[src/design/wemc_pkg.sv]
// Package for weighted_equalize_min_cost: request/result structs and widths.
// No dependencies.
package wemc_pkg;
    localparam int HEIGHT_W = 16;
    localparam int COST_W   = 16;
    localparam int TOTAL_W  = 40;
    localparam int PROD_W   = HEIGHT_W + COST_W;
    localparam int ACC_W    = 64;

    typedef struct packed {
        logic [HEIGHT_W-1:0] tower_height;
        logic [COST_W-1:0]   unit_cost;
        logic                last_tower;
    } wemc_req_t;

    typedef struct packed {
        logic [TOTAL_W-1:0] total_cost;
        logic               dropped;
    } wemc_res_t;

    typedef struct packed {
        logic                valid;
        logic [HEIGHT_W-1:0] height;
        logic [COST_W-1:0]   cost;
    } wemc_tower_t;

    // Sorting chain command to every cell
    typedef struct packed {
        logic                ins;
        logic                shift;
        logic                clear;
        logic [HEIGHT_W-1:0] height;
        logic [COST_W-1:0]   cost;
    } wemc_cmd_t;
endpackage

[src/design/wemc_cell.sv]
// One cell of the sorted tower chain.
// Depends on wemc_pkg.
module wemc_cell
(
    input  logic                  clk,
    input  logic                  rst_n,
    input  wemc_pkg::wemc_cmd_t   cmd,
    input  wemc_pkg::wemc_tower_t left,
    input  logic                  left_goes,
    output wemc_pkg::wemc_tower_t held,
    output logic                  goes
);
    import wemc_pkg::*;

    logic                valid_reg;
    logic [HEIGHT_W-1:0] height_reg;
    logic [COST_W-1:0]   cost_reg;

    // A valid cell yields its place when the new height is smaller.
    assign goes = valid_reg && (height_reg > cmd.height);
    assign held = '{valid: valid_reg, height: height_reg, cost: cost_reg};

    always_ff @(posedge clk or negedge rst_n)
    begin
        if (!rst_n)
        begin
            valid_reg <= 1'b0;
        end
        else if (cmd.clear)
        begin
            valid_reg <= 1'b0;
        end
        else if (cmd.shift)
        begin
            valid_reg <= left.valid;
        end
        else if (cmd.ins)
        begin
            if (left_goes || (!valid_reg && !(left.valid && !left_goes) && left.valid) ||
                (!valid_reg && left.valid))
            begin
                valid_reg <= 1'b1;
            end
        end
    end

    always_ff @(posedge clk)
    begin
        if (cmd.shift)
        begin
            height_reg <= left.height;
            cost_reg   <= left.cost;
        end
        else if (cmd.ins)
        begin
            if (left_goes)
            begin
                height_reg <= left.height;
                cost_reg   <= left.cost;
            end
            else if (goes || (!valid_reg && left.valid))
            begin
                height_reg <= cmd.height;
                cost_reg   <= cmd.cost;
            end
        end
    end
endmodule

[config.mk]
export PLATFORM = sky130hd
export DESIGN_NAME = wemc_cell
export DESIGN_NICKNAME = d
export VERILOG_FILES = /design/src/design/wemc_pkg.sv /design/src/design/wemc_cell.sv
export SDC_FILE = /design/constraint.sdc
export NUM_CORES = 1
export LEC_CHECK = 0
export ABC_AREA = 1
export BUFFER_PORTS_ARGS = -buffer_cell sky130_fd_sc_hd__buf_2
export CAP_MARGIN = 20
export CORE_MARGIN = 2
export CORE_UTILIZATION = 44
export DETAILED_ROUTE_END_ITERATION = 10
export GPL_ROUTABILITY_DRIVEN = 0
export PLACE_DENSITY = 0.8
export SLEW_MARGIN = 20
export SYNTH_ARGS = -nofsm -noshare
export SYNTH_HDL_FRONTEND = slang
export SYNTH_SLANG_ARGS = --single-unit
[constraint.sdc]
create_clock -name clk -period 4.16 [get_ports clk]
set_input_delay 0.208 -clock clk [delete_from_list [all_inputs] [get_ports clk]]
set_output_delay 0.208 -clock clk [all_outputs]
set_load 0.02 [all_outputs]
# Yosys cells after proc, flatten, opt, wreduce, memory -nomap -nowiden
# Index checks and enable logic that the tools add are counted.
[classes]
n_reduce_logical = 17
mux = 12
order_cmp = 1
[op_table]
columns = ["cell", "n"]
rows = [
  ["$mux W16", 8],
  ["$gt A16 B16 Y1", 1],
  ["$reduce_bool A3 Y1", 3],
  ["$logic_and A1 B1 Y1", 5],
  ["$mux W1", 4],
  ["$reduce_and A2 Y1", 2],
  ["$logic_not A1 Y1", 3],
  ["$logic_or A1 B1 Y1", 3],
  ["$reduce_bool A2 Y1", 1],
]
[word_totals]
inputBits = 71
ff_bits = 33
word_cells = 33
output_inout_bits = 34

# Logic depth before layout (Yosys ltp)
[depth]
depth_word = 11
depth_mapped = 13
mapped_depth_nobuf = 13

# Worst setup path before layout
# Ideal clock, no wire load.
[synth_timing]
path_kind = "register to register"
startpoint = "register height_reg[15]"
endpoint = "register cost_reg[0] (enable)"
setup_ns = 0.432
n_path_buf = 0
setup_slack_ns = 0.889
arrival_time_ns = 2.839
stages_incl_launch_ff = 10
t_required_ns = 3.728
period_less_slack_ns = 3.271
cell_sequence = "edfxtp_1 ha_1 nand2_1 nor2_1 nand2_1 inv_1 nand2_1 nand2_1 nand2_1 a21oi_1"
[synth_via]
elab_chain_len = 5
[synth_rtl]
columns = ["item", "line", "text"]
rows = [
  ["start, declared", "wemc_cell.sv:16", "logic [HEIGHT_W-1:0] height_reg;"],
  ["start signal, assigned", "wemc_cell.sv:51", "height_reg <= left.height;"],
  ["start signal, assigned", "wemc_cell.sv:58", "height_reg <= left.height;"],
  ["start signal, assigned", "wemc_cell.sv:63", "height_reg <= cmd.height;"],
  ["$gt A16 B16 Y1", "wemc_cell.sv:20", "assign goes = valid_reg && (height_reg > cmd.height);"],
  ["$logic_and A1 B1 Y1", "wemc_cell.sv:20", ""],
  ["$logic_or A1 B1 Y1", "wemc_cell.sv:61", "else if (goes || (!valid_reg && left.valid))"],
  ["$reduce_bool A3 Y1 (no line)", "n/a", ""],
  ["$reduce_and A2 Y1 (no line)", "n/a", ""],
  ["end signal, assigned", "wemc_cell.sv:52", "cost_reg <= left.cost;"],
  ["end signal, assigned", "wemc_cell.sv:59", "cost_reg <= left.cost;"],
  ["end signal, assigned", "wemc_cell.sv:64", "cost_reg <= cmd.cost;"],
  ["end, declared", "wemc_cell.sv:17", "logic [COST_W-1:0] cost_reg;"],
]
# Every way passes these cells.
# A chain may end at the register's enable or synchronous reset.

# Final worst setup path
[layout_timing]
startpoint = "register height_reg[3]"
endpoint = "register height_reg[2] (enable)"
[layout_via]
elab_chain_len = 5
[layout_rtl]
columns = ["item", "line"]
rows = [
  ["$gt A16 B16 Y1", "wemc_cell.sv:20"],
  ["$logic_and A1 B1 Y1", "wemc_cell.sv:20"],
  ["$logic_or A1 B1 Y1", "wemc_cell.sv:61"],
  ["$reduce_bool A3 Y1 (no line)", "n/a"],
  ["$reduce_and A2 Y1 (no line)", "n/a"],
]
# Every way passes these cells.

==> flow_summary.toml <==
[run_status]
status = "finished, final reports clean"

[floorplan]
rows = 23
die_x_um = 69.1
io_pins = 105
dieArea_um2 = 4780
dieHeight_um = 69.1
coreArea_um2 = 4030
start_util_pct = 46.3

[flow_run]
max_cap_viol_count = 0

[synth]
yosys_register_bits = 33
synthTopCellsByArea = "edfxtp_1 (51%), nand2_1 (17%), ha_1 (11%), inv_1 (4.8%), o21ai_0 (3.8%)"
ys_warn_count = 0
ys_types = 19
synth_edf_count = 32
ys_seq_area_share_pct = 52.8
synthArstFlopShare_pct = 3.03
syn-num-nets = 293
synth_area_leader_cell = "edfxtp_1"
synth-main-ff-cell = "edfxtp_1"
avgSynthCellArea_um2 = 9.06
yosysMostFrequentCell = "nand2_1"
yosys-top-cells-count = "nand2_1 (86), edfxtp_1 (32), inv_1 (24), ha_1 (16), o21ai_0 (14)"
synth_cells = 206
synth_top_area_share_pct = 51.5
netlist_area_um2 = 1870

[clock_network]
htreeDepth = 2
cts_tree = "yes"
cts_buffers = 5
insertion_delay_ns = 0.28
cts_setup_buffers = 0
clockRootBuffer = "clkbuf_8"
clock_sinks = 33
clk_pin_slew_ns = 0.06
cts_buffer_depth = 2

[route]
firstDrtPassIters = 4
drc = 0
drt-vias-per-instance = 4.54
drt-initial-drc-count = 73
vias = 1643
routedWlPerCell_um = 11.2
antenna_left = 0
drt-total-wl_mm = 4.05

[worst_setup_path]
worstSetupEndpointType = "flip-flop"
slowest_stage = "a21oi_4"
cp_common_cell = "nand2_1"
crit_path_cell_trace = "ha_1 -> nand2_1 -> inv_1 -> nand2_1 -> nand2_1 -> nand2_1 -> nand2_1 -> nand2_1 -> nand2_1 -> nand2_1 -> a21oi_4"
critPathLaunchType = "flip-flop"
reg2reg_setup_slack_ns = 1.72
reg2reg_depth = 11
worstSetupPathType = "flip-flop to flip-flop"
startpoint = "height_reg[3]"
cp_slowest_stage_delay_ns = 0.80
r2r_end = "height_reg[2]"
r2r_start = "height_reg[3]"
crit_fanout = 32
required_ns = 4.05
arrival_ns = 2.33

[power_and_ir_drop]
p_leak_nw = 1.37
clkPwrFrac_pct = 28.0
pwr-share-seq_pct = 48.3
p_int_w = 0.000621
combPwrFrac_pct = 23.8
vdd_drop_max_v = 0.000191
p_switching_w = 0.000246
p_per_area_nw_per_um2 = 346
sw_frac_of_total_pct = 28.3

[timing]
rsz0062_at_grt = "false"
setup_violations = 0
fmax_mhz = 410
drv_slew = 0
relSlewSlack_pct = 33.6
worst_slew_pin_slew_ns = 0.993
fin_crit_sh_pct = 58.6
hold_viol_final = 0
fin_crit_ns = 2.44
tns_ns = 0
finClkSkew_ns = 0.0104

[finish]
final_util_pct = 62.2
layout-drive-gt1-share_pct = 37.2
fin_nets = 398
fillers = 373
diodes = 0
syn_to_final_growth_pct = 34.2

[global_route]
antenna_found_initial = 0
grt_pass1_vias = 1642
grtUsageTotal_pct = 18.0
overflow = 0
grt_max_degree = 49
grt_pass1_wl_mm = 6.90

[hold_path]
min_path_type = "input port to flip-flop"
worstHoldEndpoint = "valid_reg"
holdCritStartpoint = "cmd[32]"
worstHoldPathCells = 2

[placement]
dp_hpwl_mm = 3.21
numPortBuffers = 104
==> stage by stage <==
step / worst slack [ns] / hold slack, ns / std cells / total power, W / instance area [µm²]
finish: 1.72 / 0.0841 / 362 / 0.000867 / 2510
global route: 1.51 / 0.0782 / 362 / 0.000920 / 2510
CTS: 1.65 / 0.0793 / 362 / 0.000874 / 2510
detailed placement: 1.68 / -0.0116 / 353 / 0.000633 / 2410
global placement: 1.75 / -0.0153 / 353 / 0.000627 / 2410
floorplan: 0.889 / -0.0876 / 206 / 0.000553 / 1870
==> power by group through the flow <==
stage | Clock [W] | Combinational, W | Sequential, W
global placement | 0 | 0.000203 | 0.000424
global route | 0.000264 | 0.000234 | 0.000422
floorplan | 0 | 0.0000858 | 0.000468
detailed placement | 0 | 0.000208 | 0.000426
finish | 0.000242 | 0.000206 | 0.000418
CTS | 0.000246 | 0.000209 | 0.000419
==> timing repair <==
| action | in CTS | in global routing |
|---|---|---|
| hold buffers | 1 | 0 |
| resized for setup | 0 | 0 |
| endpoints found under the hold margin | 1 | 0 |
==> per-layer routing <==
layer / global-route usage [%] / wire length (µm)
met5: 0 / 0
met4: 5.45 / 44
met3: 7.89 / 394
met2: 30.2 / 2010
met1: 20.6 / 1600
==> cells in the final DEF (no fill, tap or decap) <==
cell / instances
inv_1: 24
a21oi_4: 1
inv_2: 1
ha_1: 16
o21ai_2: 3
dlygate4sd3_1: 1
nand2_1: 86
a221oi_1: 1
nand4_1: 1
nor2_1: 9
o21ai_0: 14
a21oi_1: 7
nand3_1: 1
clkbuf_1: 2
edfxtp_1: 32
a21o_1: 1
buf_2: 104
nor2_4: 1
dfrtp_1: 1
clkbuf_8: 6
==> how the worst max path moves through the flow <==
stage	cells after the start	end
after floorplan	9	cost_reg[0]
after global placement	9	height_reg[0]
after detailed placement	9	height_reg[3]
after CTS	9	height_reg[3]
after global routing	11	height_reg[0]
final	11	height_reg[2]
==> worst max-delay path, delay by kind of cell (launching register included) <==
| kind | cells | cell delay, ns |
|---|---|---|
| compound gates | 1 | 0.80 |
| fa+ha+maj | 1 | 0.32 |
| simple gates | 8 | 0.46 |
| flops | 1 | 0.41 |
| buf+inv | 1 | 0.07 |
==> logic make-up after synthesis <==
logic type                 after synthesis  synth area share (%)
buffers and inverters                   32                  7.98
and+or+nand+nor                         98                  20.3
DFF                                     33                  52.8
AOI/OAI and AO/OA                       27                  8.18
adders and majority gates               16                  10.7
==> layout make-up <==
type                       count  area, µm²  area share, %
clock buffer                   8       90.1           3.59
inverter                      25       93.8           3.74
timing repair buffer         105        531           21.2
sequential                    33        986           39.3
multi-input combinational    141        743           29.7
tap                           50       62.6           2.50
Note: power is estimated with default switching activity, not from simulation.
