--- src/design/wemc_pkg.sv ---
// Package for weighted_equalize_min_cost: request/result structs and widths.
// No dependencies.
package wemc_pkg;
    localparam int HEIGHT_W = 16;
    localparam int COST_W   = 16;
    localparam int TOTAL_W  = 40;
    localparam int PROD_W   = HEIGHT_W + COST_W;
    localparam int ACC_W    = 64;

    typedef struct packed {
        logic [HEIGHT_W-1:0] tower_height;
        logic [COST_W-1:0]   unit_cost;
        logic                last_tower;
    } wemc_req_t;

    typedef struct packed {
        logic [TOTAL_W-1:0] total_cost;
        logic               dropped;
    } wemc_res_t;

    typedef struct packed {
        logic                valid;
        logic [HEIGHT_W-1:0] height;
        logic [COST_W-1:0]   cost;
    } wemc_tower_t;

    // Sorting chain command to every cell
    typedef struct packed {
        logic                ins;
        logic                shift;
        logic                clear;
        logic [HEIGHT_W-1:0] height;
        logic [COST_W-1:0]   cost;
    } wemc_cmd_t;
endpackage

--- src/design/wemc_scan.sv ---
// Cost scan: two passes over the towers shifted out of the chain.
// Depends on wemc_pkg.
module wemc_scan
(
    input  logic                  clk,
    input  logic                  rst_n,
    input  logic                  begin_pass,
    input  logic                  second,
    input  logic                  step,
    input  wemc_pkg::wemc_tower_t tower,
    output logic [wemc_pkg::TOTAL_W-1:0] best
);
    import wemc_pkg::*;

    localparam int MUL_W = HEIGHT_W + 32;

    logic [ACC_W-1:0]  all_c_reg, all_hc_reg, pc_reg, phc_reg, best_reg;
    logic              have_reg;
    logic [PROD_W-1:0] tc;
    logic [MUL_W-1:0]  t_pc, t_sc;
    logic [ACC_W-1:0]  c64, tc64, sc, shc, lft, rgt, tot;

    // Towers arrive tallest first, so the prefix holds the taller towers.
    assign tc   = tower.height * tower.cost;
    assign c64  = ACC_W'(tower.cost);
    assign tc64 = ACC_W'(tc);
    assign sc   = all_c_reg - pc_reg - c64;
    assign shc  = all_hc_reg - phc_reg - tc64;
    assign t_pc = MUL_W'(tower.height) * MUL_W'(pc_reg[31:0]);
    assign t_sc = MUL_W'(tower.height) * MUL_W'(sc[31:0]);
    assign lft  = phc_reg - ACC_W'(t_pc);
    assign rgt  = ACC_W'(t_sc) - shc;
    assign tot  = lft + rgt;
    assign best = (best_reg > ACC_W'({TOTAL_W{1'b1}})) ? {TOTAL_W{1'b1}}
                                                        : best_reg[TOTAL_W-1:0];

    always_ff @(posedge clk or negedge rst_n)
    begin
        if (!rst_n)
        begin
            all_c_reg  <= '0;
            all_hc_reg <= '0;
            pc_reg     <= '0;
            phc_reg    <= '0;
            best_reg   <= '0;
            have_reg   <= 1'b0;
        end
        else if (begin_pass)
        begin
            if (!second)
            begin
                all_c_reg  <= '0;
                all_hc_reg <= '0;
                best_reg   <= '0;
                have_reg   <= 1'b0;
            end
            pc_reg  <= '0;
            phc_reg <= '0;
        end
        else if (step && tower.valid)
        begin
            if (!second)
            begin
                all_c_reg  <= all_c_reg + c64;
                all_hc_reg <= all_hc_reg + tc64;
            end
            else
            begin
                if (!have_reg || tot < best_reg)
                begin
                    best_reg <= tot;
                end
                have_reg <= 1'b1;
                pc_reg   <= pc_reg + c64;
                phc_reg  <= phc_reg + tc64;
            end
        end
    end
endmodule

--- config.mk ---
export PLATFORM = sky130hd
export DESIGN_NAME = wemc_scan
export DESIGN_NICKNAME = d
export VERILOG_FILES = /design/src/design/wemc_pkg.sv /design/src/design/wemc_scan.sv
export SDC_FILE = /design/constraint.sdc
export NUM_CORES = 2
export LEC_CHECK = 0
export ABC_CLOCK_PERIOD_IN_PS = 35400
export BUFFER_PORTS_ARGS = -buffer_cell sky130_fd_sc_hd__buf_2
export CORE_MARGIN = 3
export CORE_UTILIZATION = 44
export CTS_BUF_LIST = sky130_fd_sc_hd__clkbuf_2
export DETAILED_ROUTE_END_ITERATION = 8
export SLEW_MARGIN = 40
export SYNTH_ARGS = -nofsm -noshare
export SYNTH_HDL_FRONTEND = slang
export SYNTH_SLANG_ARGS = --single-unit
--- constraint.sdc ---
create_clock -name clk -period 35.4 [get_ports clk]
set_input_delay 7.08 -clock clk [delete_from_list [all_inputs] [get_ports clk]]
set_output_delay 7.08 -clock clk [all_outputs]
set_load 0.02 [all_outputs]
-- Word level (Yosys, flattened, before mapping)
Index checks and enable logic that the tools add are counted.
- $add $sub $neg: 11
- multiply operators: 3
- magnitude comparators: 2
- eq/ne operators: 1
- muxes and demuxes: 22
- bitwise logic cells: 1
- reduce and logical (&&, ||, !) cells: 10
- operator list (kind ; number):
    two-way mux 64 bit ; 17
    adder 64 x 16 -> 64 bit ; 2
    adder 64 x 32 -> 64 bit ; 2
    multiplier 16 x 32 -> 48 bit ; 2
    adder 64 bit ; 1
    greater-than comparator 64 x 40 -> 1 bit, second input constant ; 1
    less-than comparator 64 bit ; 1
    subtractor 48 x 64 -> 64 bit ; 1
    subtractor 64 x 32 -> 64 bit ; 1
    subtractor 64 x 48 -> 64 bit ; 1
    subtractor 64 bit ; 1
    two-way mux 40 bit ; 1
    multiplier 16 x 16 -> 32 bit ; 1
    subtractor 32 x 16 -> 32 bit ; 1
    subtractor 32 bit ; 1
    nonzero test 2 bit ; 3
    two-way mux 1 bit ; 4
    AND reduction 2 bit ; 2
    AND reduction 4 bit ; 1
    AND reduction 3 bit ; 1
    inequality test 2 bit, second input constant ; 1
    logical AND 1 bit ; 1
    logical NOT 1 bit ; 1
    logical OR 1 bit ; 1
    inverter 1 bit ; 1
- register bits after elaboration: 321
- bits of input ports: 38
- output and inout port bits: 40
- logic and storage cells: 56

-- Logic depth before layout (Yosys ltp)
- depth in word-level cells: 11
- depth in mapped cells: 64
- depth with buffers taken out: 57

-- Worst setup path before layout
No wires, ideal clock.
- path type: input to register
- start point: input port tower[30] in the netlist's numbering
- end point: register best_reg[35]
- setup time: 0.121 ns
- arrival time: 21.022 ns
- data required time: 35.279 ns
- setup slack: 14.257 ns
- stages on the path: 56
- buffers on the path: 6
- cell sequence: clkbuf_1 clkbuf_1 clkbuf_1 nand2_1 fa_1 fa_1 inv_1 fa_1 fa_1 fa_1 inv_1 fa_1 inv_1 ha_1 inv_1 or4_1 o21ai_0 and3_1 [20 not listed] a2111oi_0 o21a_1 o21ai_1 a2111oi_0 o211ai_1 a21oi_1 o21ai_0 and2_1 ha_1 a21o_1 a21o_1 a2111oi_0 nor2_1 a21oi_1 o21ai_1 clkbuf_1 clkbuf_1 a22o_1
- cells in the longest elaborated chain, start to end: 8
- elaborated cells on any way between the ends: 15
- those cells by class: add/sub (4); mul (3); order compare (1); mux (4); reduce/logical (3)
- ends and longest elaborated chain (element ; line ; source):
    start, declared ; wemc_scan.sv:10 ; input wemc_pkg::wemc_tower_t tower,
    multiplier 16 x 16 -> 32 bit ; wemc_scan.sv:24 ; assign tc = tower.height * tower.cost;
    subtractor 64 x 32 -> 64 bit ; wemc_scan.sv:28 ; assign shc = all_hc_reg - phc_reg - tc64;
    subtractor 48 x 64 -> 64 bit ; wemc_scan.sv:32 ; assign rgt = ACC_W'(t_sc) - shc;
    adder 64 bit * ; wemc_scan.sv:33 ; assign tot = lft + rgt;
    less-than comparator 64 bit / two-way mux 64 bit (equally long branches) ; wemc_scan.sv:69 ; if (!have_reg || tot < best_reg)
    logical OR 1 bit / two-way mux 64 bit (equally long branches) ; wemc_scan.sv:69, wemc_scan.sv:62 ;
    nonzero test 2 bit (no line) / two-way mux 64 bit (equally long branches) ; - ;
    AND reduction 4 bit (no line) / two-way mux 64 bit (equally long branches) ; - ;
    end signal, assigned ; wemc_scan.sv:71 ; best_reg <= tot;
    end, declared ; wemc_scan.sv:17 ; logic [ACC_W-1:0] all_c_reg, all_hc_reg, pc_reg, phc_reg, best_reg;
Every way passes the cells marked *; elsewhere a longest branch is shown, timed or not. The select of a mux whose other input is x is not followed.
A chain may end at the register's enable or synchronous reset.

-- Worst setup path in the final report
- start point: input port tower[26] in the netlist's numbering
- end point: register best_reg[63]
The elaborated chain is that of the path after synthesis.

==> flow_summary.json <==
{
  "start_util_pct": 44.57,
  "core_region_area_sq_um": 150700,
  "hp-class": "reg2reg",
  "avgViaCountPerCell": 5.466,
  "clkTransAtPathRegs_ns": 0.11,
  "antenna_left": 0,
  "maxSlewHeadroom_pct": 41.64,
  "hold_end": "best_reg[32]",
  "cts_setup_buffers": 0,
  "ys_seq_area_share_pct": 9.540,
  "worstPathArrival_ns": 23.48,
  "timing.hold.worst_path_depth": 2,
  "ys_warn_count": 0,
  "post-synth-top-area-cell": "fa_1",
  "synth_area_per_cell_sq_um": 8.756,
  "clock_path_buffers": 3,
  "vias": 52740,
  "drt-total-wl_um": 207100,
  "async_reset_ff_share_pct": 100.0,
  "startpoint_type": "input port",
  "holdWs_ns": 0.4943,
  "register_area_sq_um": 6425,
  "die_y_um": 396.7,
  "cp_slowest_stage_delay_ns": 0.77,
  "synth_top_area_share_pct": 38.96,
  "worst_slew_pin_slew_ns": 0.8692,
  "clk_latency_ns": 1.40,
  "cts_inserted_buffers": 83,
  "first_iter_violations": 3722,
  "areaGrowthSynthToFinish_pct": 4.943,
  "port_buffers": 77,
  "synthFlopType": "dfrtp_1",
  "synthAdderAreaFrac_pct": 49.86,
  "status": "finished clean",
  "path_max_fanout": 113,
  "grt_start_max_net_pins": 114,
  "place_congestion": 0.8880,
  "syn_area_sq_um": 67150,
  "cp_top_family": "adder cells",
  "slew_violations": 0,
  "drc": 0,
  "overflow": 0,
  "drive_above_1_share_pct": 5.288,
  "min_period_over_period_pct": 62.86,
  "multiInputGateArea_sq_um": 53530,
  "final_nets": 9481,
  "cts.sink_count": 256,
  "post-route-min-period_ns": 22.25,
  "cp_data_required_time_ns": 36.62,
  "synthesis.nets": 9599,
  "htree_num_levels": 3,
  "finalHoldViolCount": 0,
  "setup_tns_ns": 0,
  "die_x_um": 396.7,
  "std_cell_rows": 142,
  "yosys.cell_types.count": 94,
  "ys_ff_latch": 256,
  "fp.dieArea_sq_um": 157300,
  "hold_path.startpoint": "best_reg[32]",
  "grt.total_usage_pct": 26.84,
  "dp_hpwl_um": 165800,
  "ff2ff_setup_slack_ns": 20.27,
  "synth_compound_area_share_pct": 10.12,
  "cts_resized": 0,
  "syn_inst": 7669,
  "tritoncts": "done",
  "critical_path.slowest_cell": "a2111oi_1",
  "synth_edf_count": 0,
  "timing.rr.start": "pc_reg[2]",
  "fillerInstances": 14820,
  "worstSetupPathDepth": 54,
  "final_cell_count_no_fill": 9649,
  "rsz0062_at_grt": "false",
  "yosys.area_share.simple_pct": 16.14,
  "finalClockSkew_ns": 0.1741,
  "critPathCaptureType": "register",
  "r2r_end": "best_reg[63]",
  "io_pins": 78,
  "cts_root_buffer": "clkbuf_2",
  "reg2reg_depth": 47,
  "crit_type": "in2reg",
  "fmax_mhz": 44.94,
  "crit_top_cell": "fa_1",
  "grt_pass1_wl_um": 326300,
  "critPathBufInv": 12,
  "first_pass_iters": 5,
  "dp.cells": 9481,
  "routedWlPerCell_um": 21.46,
  "synth_area_leaders": "fa_1, ha_1, dfrtp_1, inv_1, nand2_1",
  "synth_top_family_by_area": "adder cells",
  "muxShareOfSynthArea_pct": 0.1062,
  "max-cap-violations": 0,
  "antenna_found_initial": 7,
  "grt_pass1_vias": 54920,
  "cts_hold_buffers": 0,
  "synth-xor-area-share_pct": 3.182,
  "finalSetupViolCount": 0
}
==> tightest hold or removal path: stages, from the launching register on <==
cell and delay, ns:
dfrtp_1 0.36, nand2_1 0.05, o31ai_1 0.06
==> stage by stage <==
step / setup slack [ns] / cell area [sq um] / util, %
after global placement: 11.74 / 69460 / 46.10
after detailed placement: 12.00 / 69620 / 46.21
after floorplan: 14.26 / 67150 / -
after CTS: 13.42 / 70400 / 46.73
final: 13.15 / 70470 / 46.77
after global routing: 12.37 / 70460 / 46.77
==> Yosys cell counts (all sizes together), types with 32 or more instances <==
cell type / n
xnor2: 139
ha: 585
o21ai: 233
o22ai: 41
clkbuf: 350
nand3: 101
nand2: 1151
xor2: 105
and2: 520
nor2b: 52
nor2: 186
nand4: 32
and3: 49
nor4: 43
dfrtp: 256
a21o: 135
o211ai: 72
fa: 1307
a21oi: 239
inv: 1590
==> cells by family (layout without fill, tap and decap cells) <==
logic type / Yosys count / count (layout)
xor+xnor: 244 / 244
fa+ha+maj: 1892 / 1892
mux: 7 / 7
simple gates: 2280 / 2280
flops: 256 / 256
buf+inv: 1970 / 1922
compound gates: 1020 / 1020
other cells: 0 / 12
==> per-layer routing <==
| metal | routed length, um | GRT usage [%] | vias to the layer above |
|---|---|---|---|
| li1 | - | - | 23520 |
| met2 | 96630 | 43.78 | 1804 |
| met1 | 85400 | 35.55 | 26990 |
| met3 | 15540 | 4.963 | 417 |
| met5 | 21 | 0 | - |
| met4 | 9462 | 10.20 | 4 |
==> worst max path at each step <==
stage / slack [ns] / start / end
2_1_floorplan: 14.26 / tower[30] / best_reg[35]
6_report: 13.15 / tower[26] / best_reg[63]
4_1_cts: 13.42 / tower[26] / best_reg[63]
5_1_grt: 12.37 / tower[26] / best_reg[63]
3_3_place_gp: 11.74 / tower[26] / best_reg[61]
3_5_place_dp: 12.00 / tower[26] / best_reg[63]
==> cell type report <==
type                            count  area share [%]
Multi-Input combinational cell   5443           75.96
Inverter                         1590           8.469
Clock buffer                      109          0.7741
Timing Repair Buffer              177           1.728
Clock inverter                     46          0.3320
Antenna cell                       12         0.04261
Sequential cell                   256           9.117
Tap cell                         2016           3.579
==> layout by cell type, fill, tap and decap left out, types with 41 or more instances in the layout <==
cell type,count
nand2_1,1150
nor4_1,43
nand3_1,101
o211ai_1,72
and2_1,520
o21ai_0,220
and3_1,49
xor2_1,104
clkbuf_2,109
nor2_1,177
inv_1,1589
a21o_1,135
nor2b_1,52
ha_1,581
fa_1,1306
buf_2,68
dfrtp_1,241
xnor2_1,136
o22ai_1,41
buf_4,103
a21oi_1,237
Power is left out: the tool's default activity adds up to more than one toggle a clock period on the data nets, which glitch-free logic cannot reach.
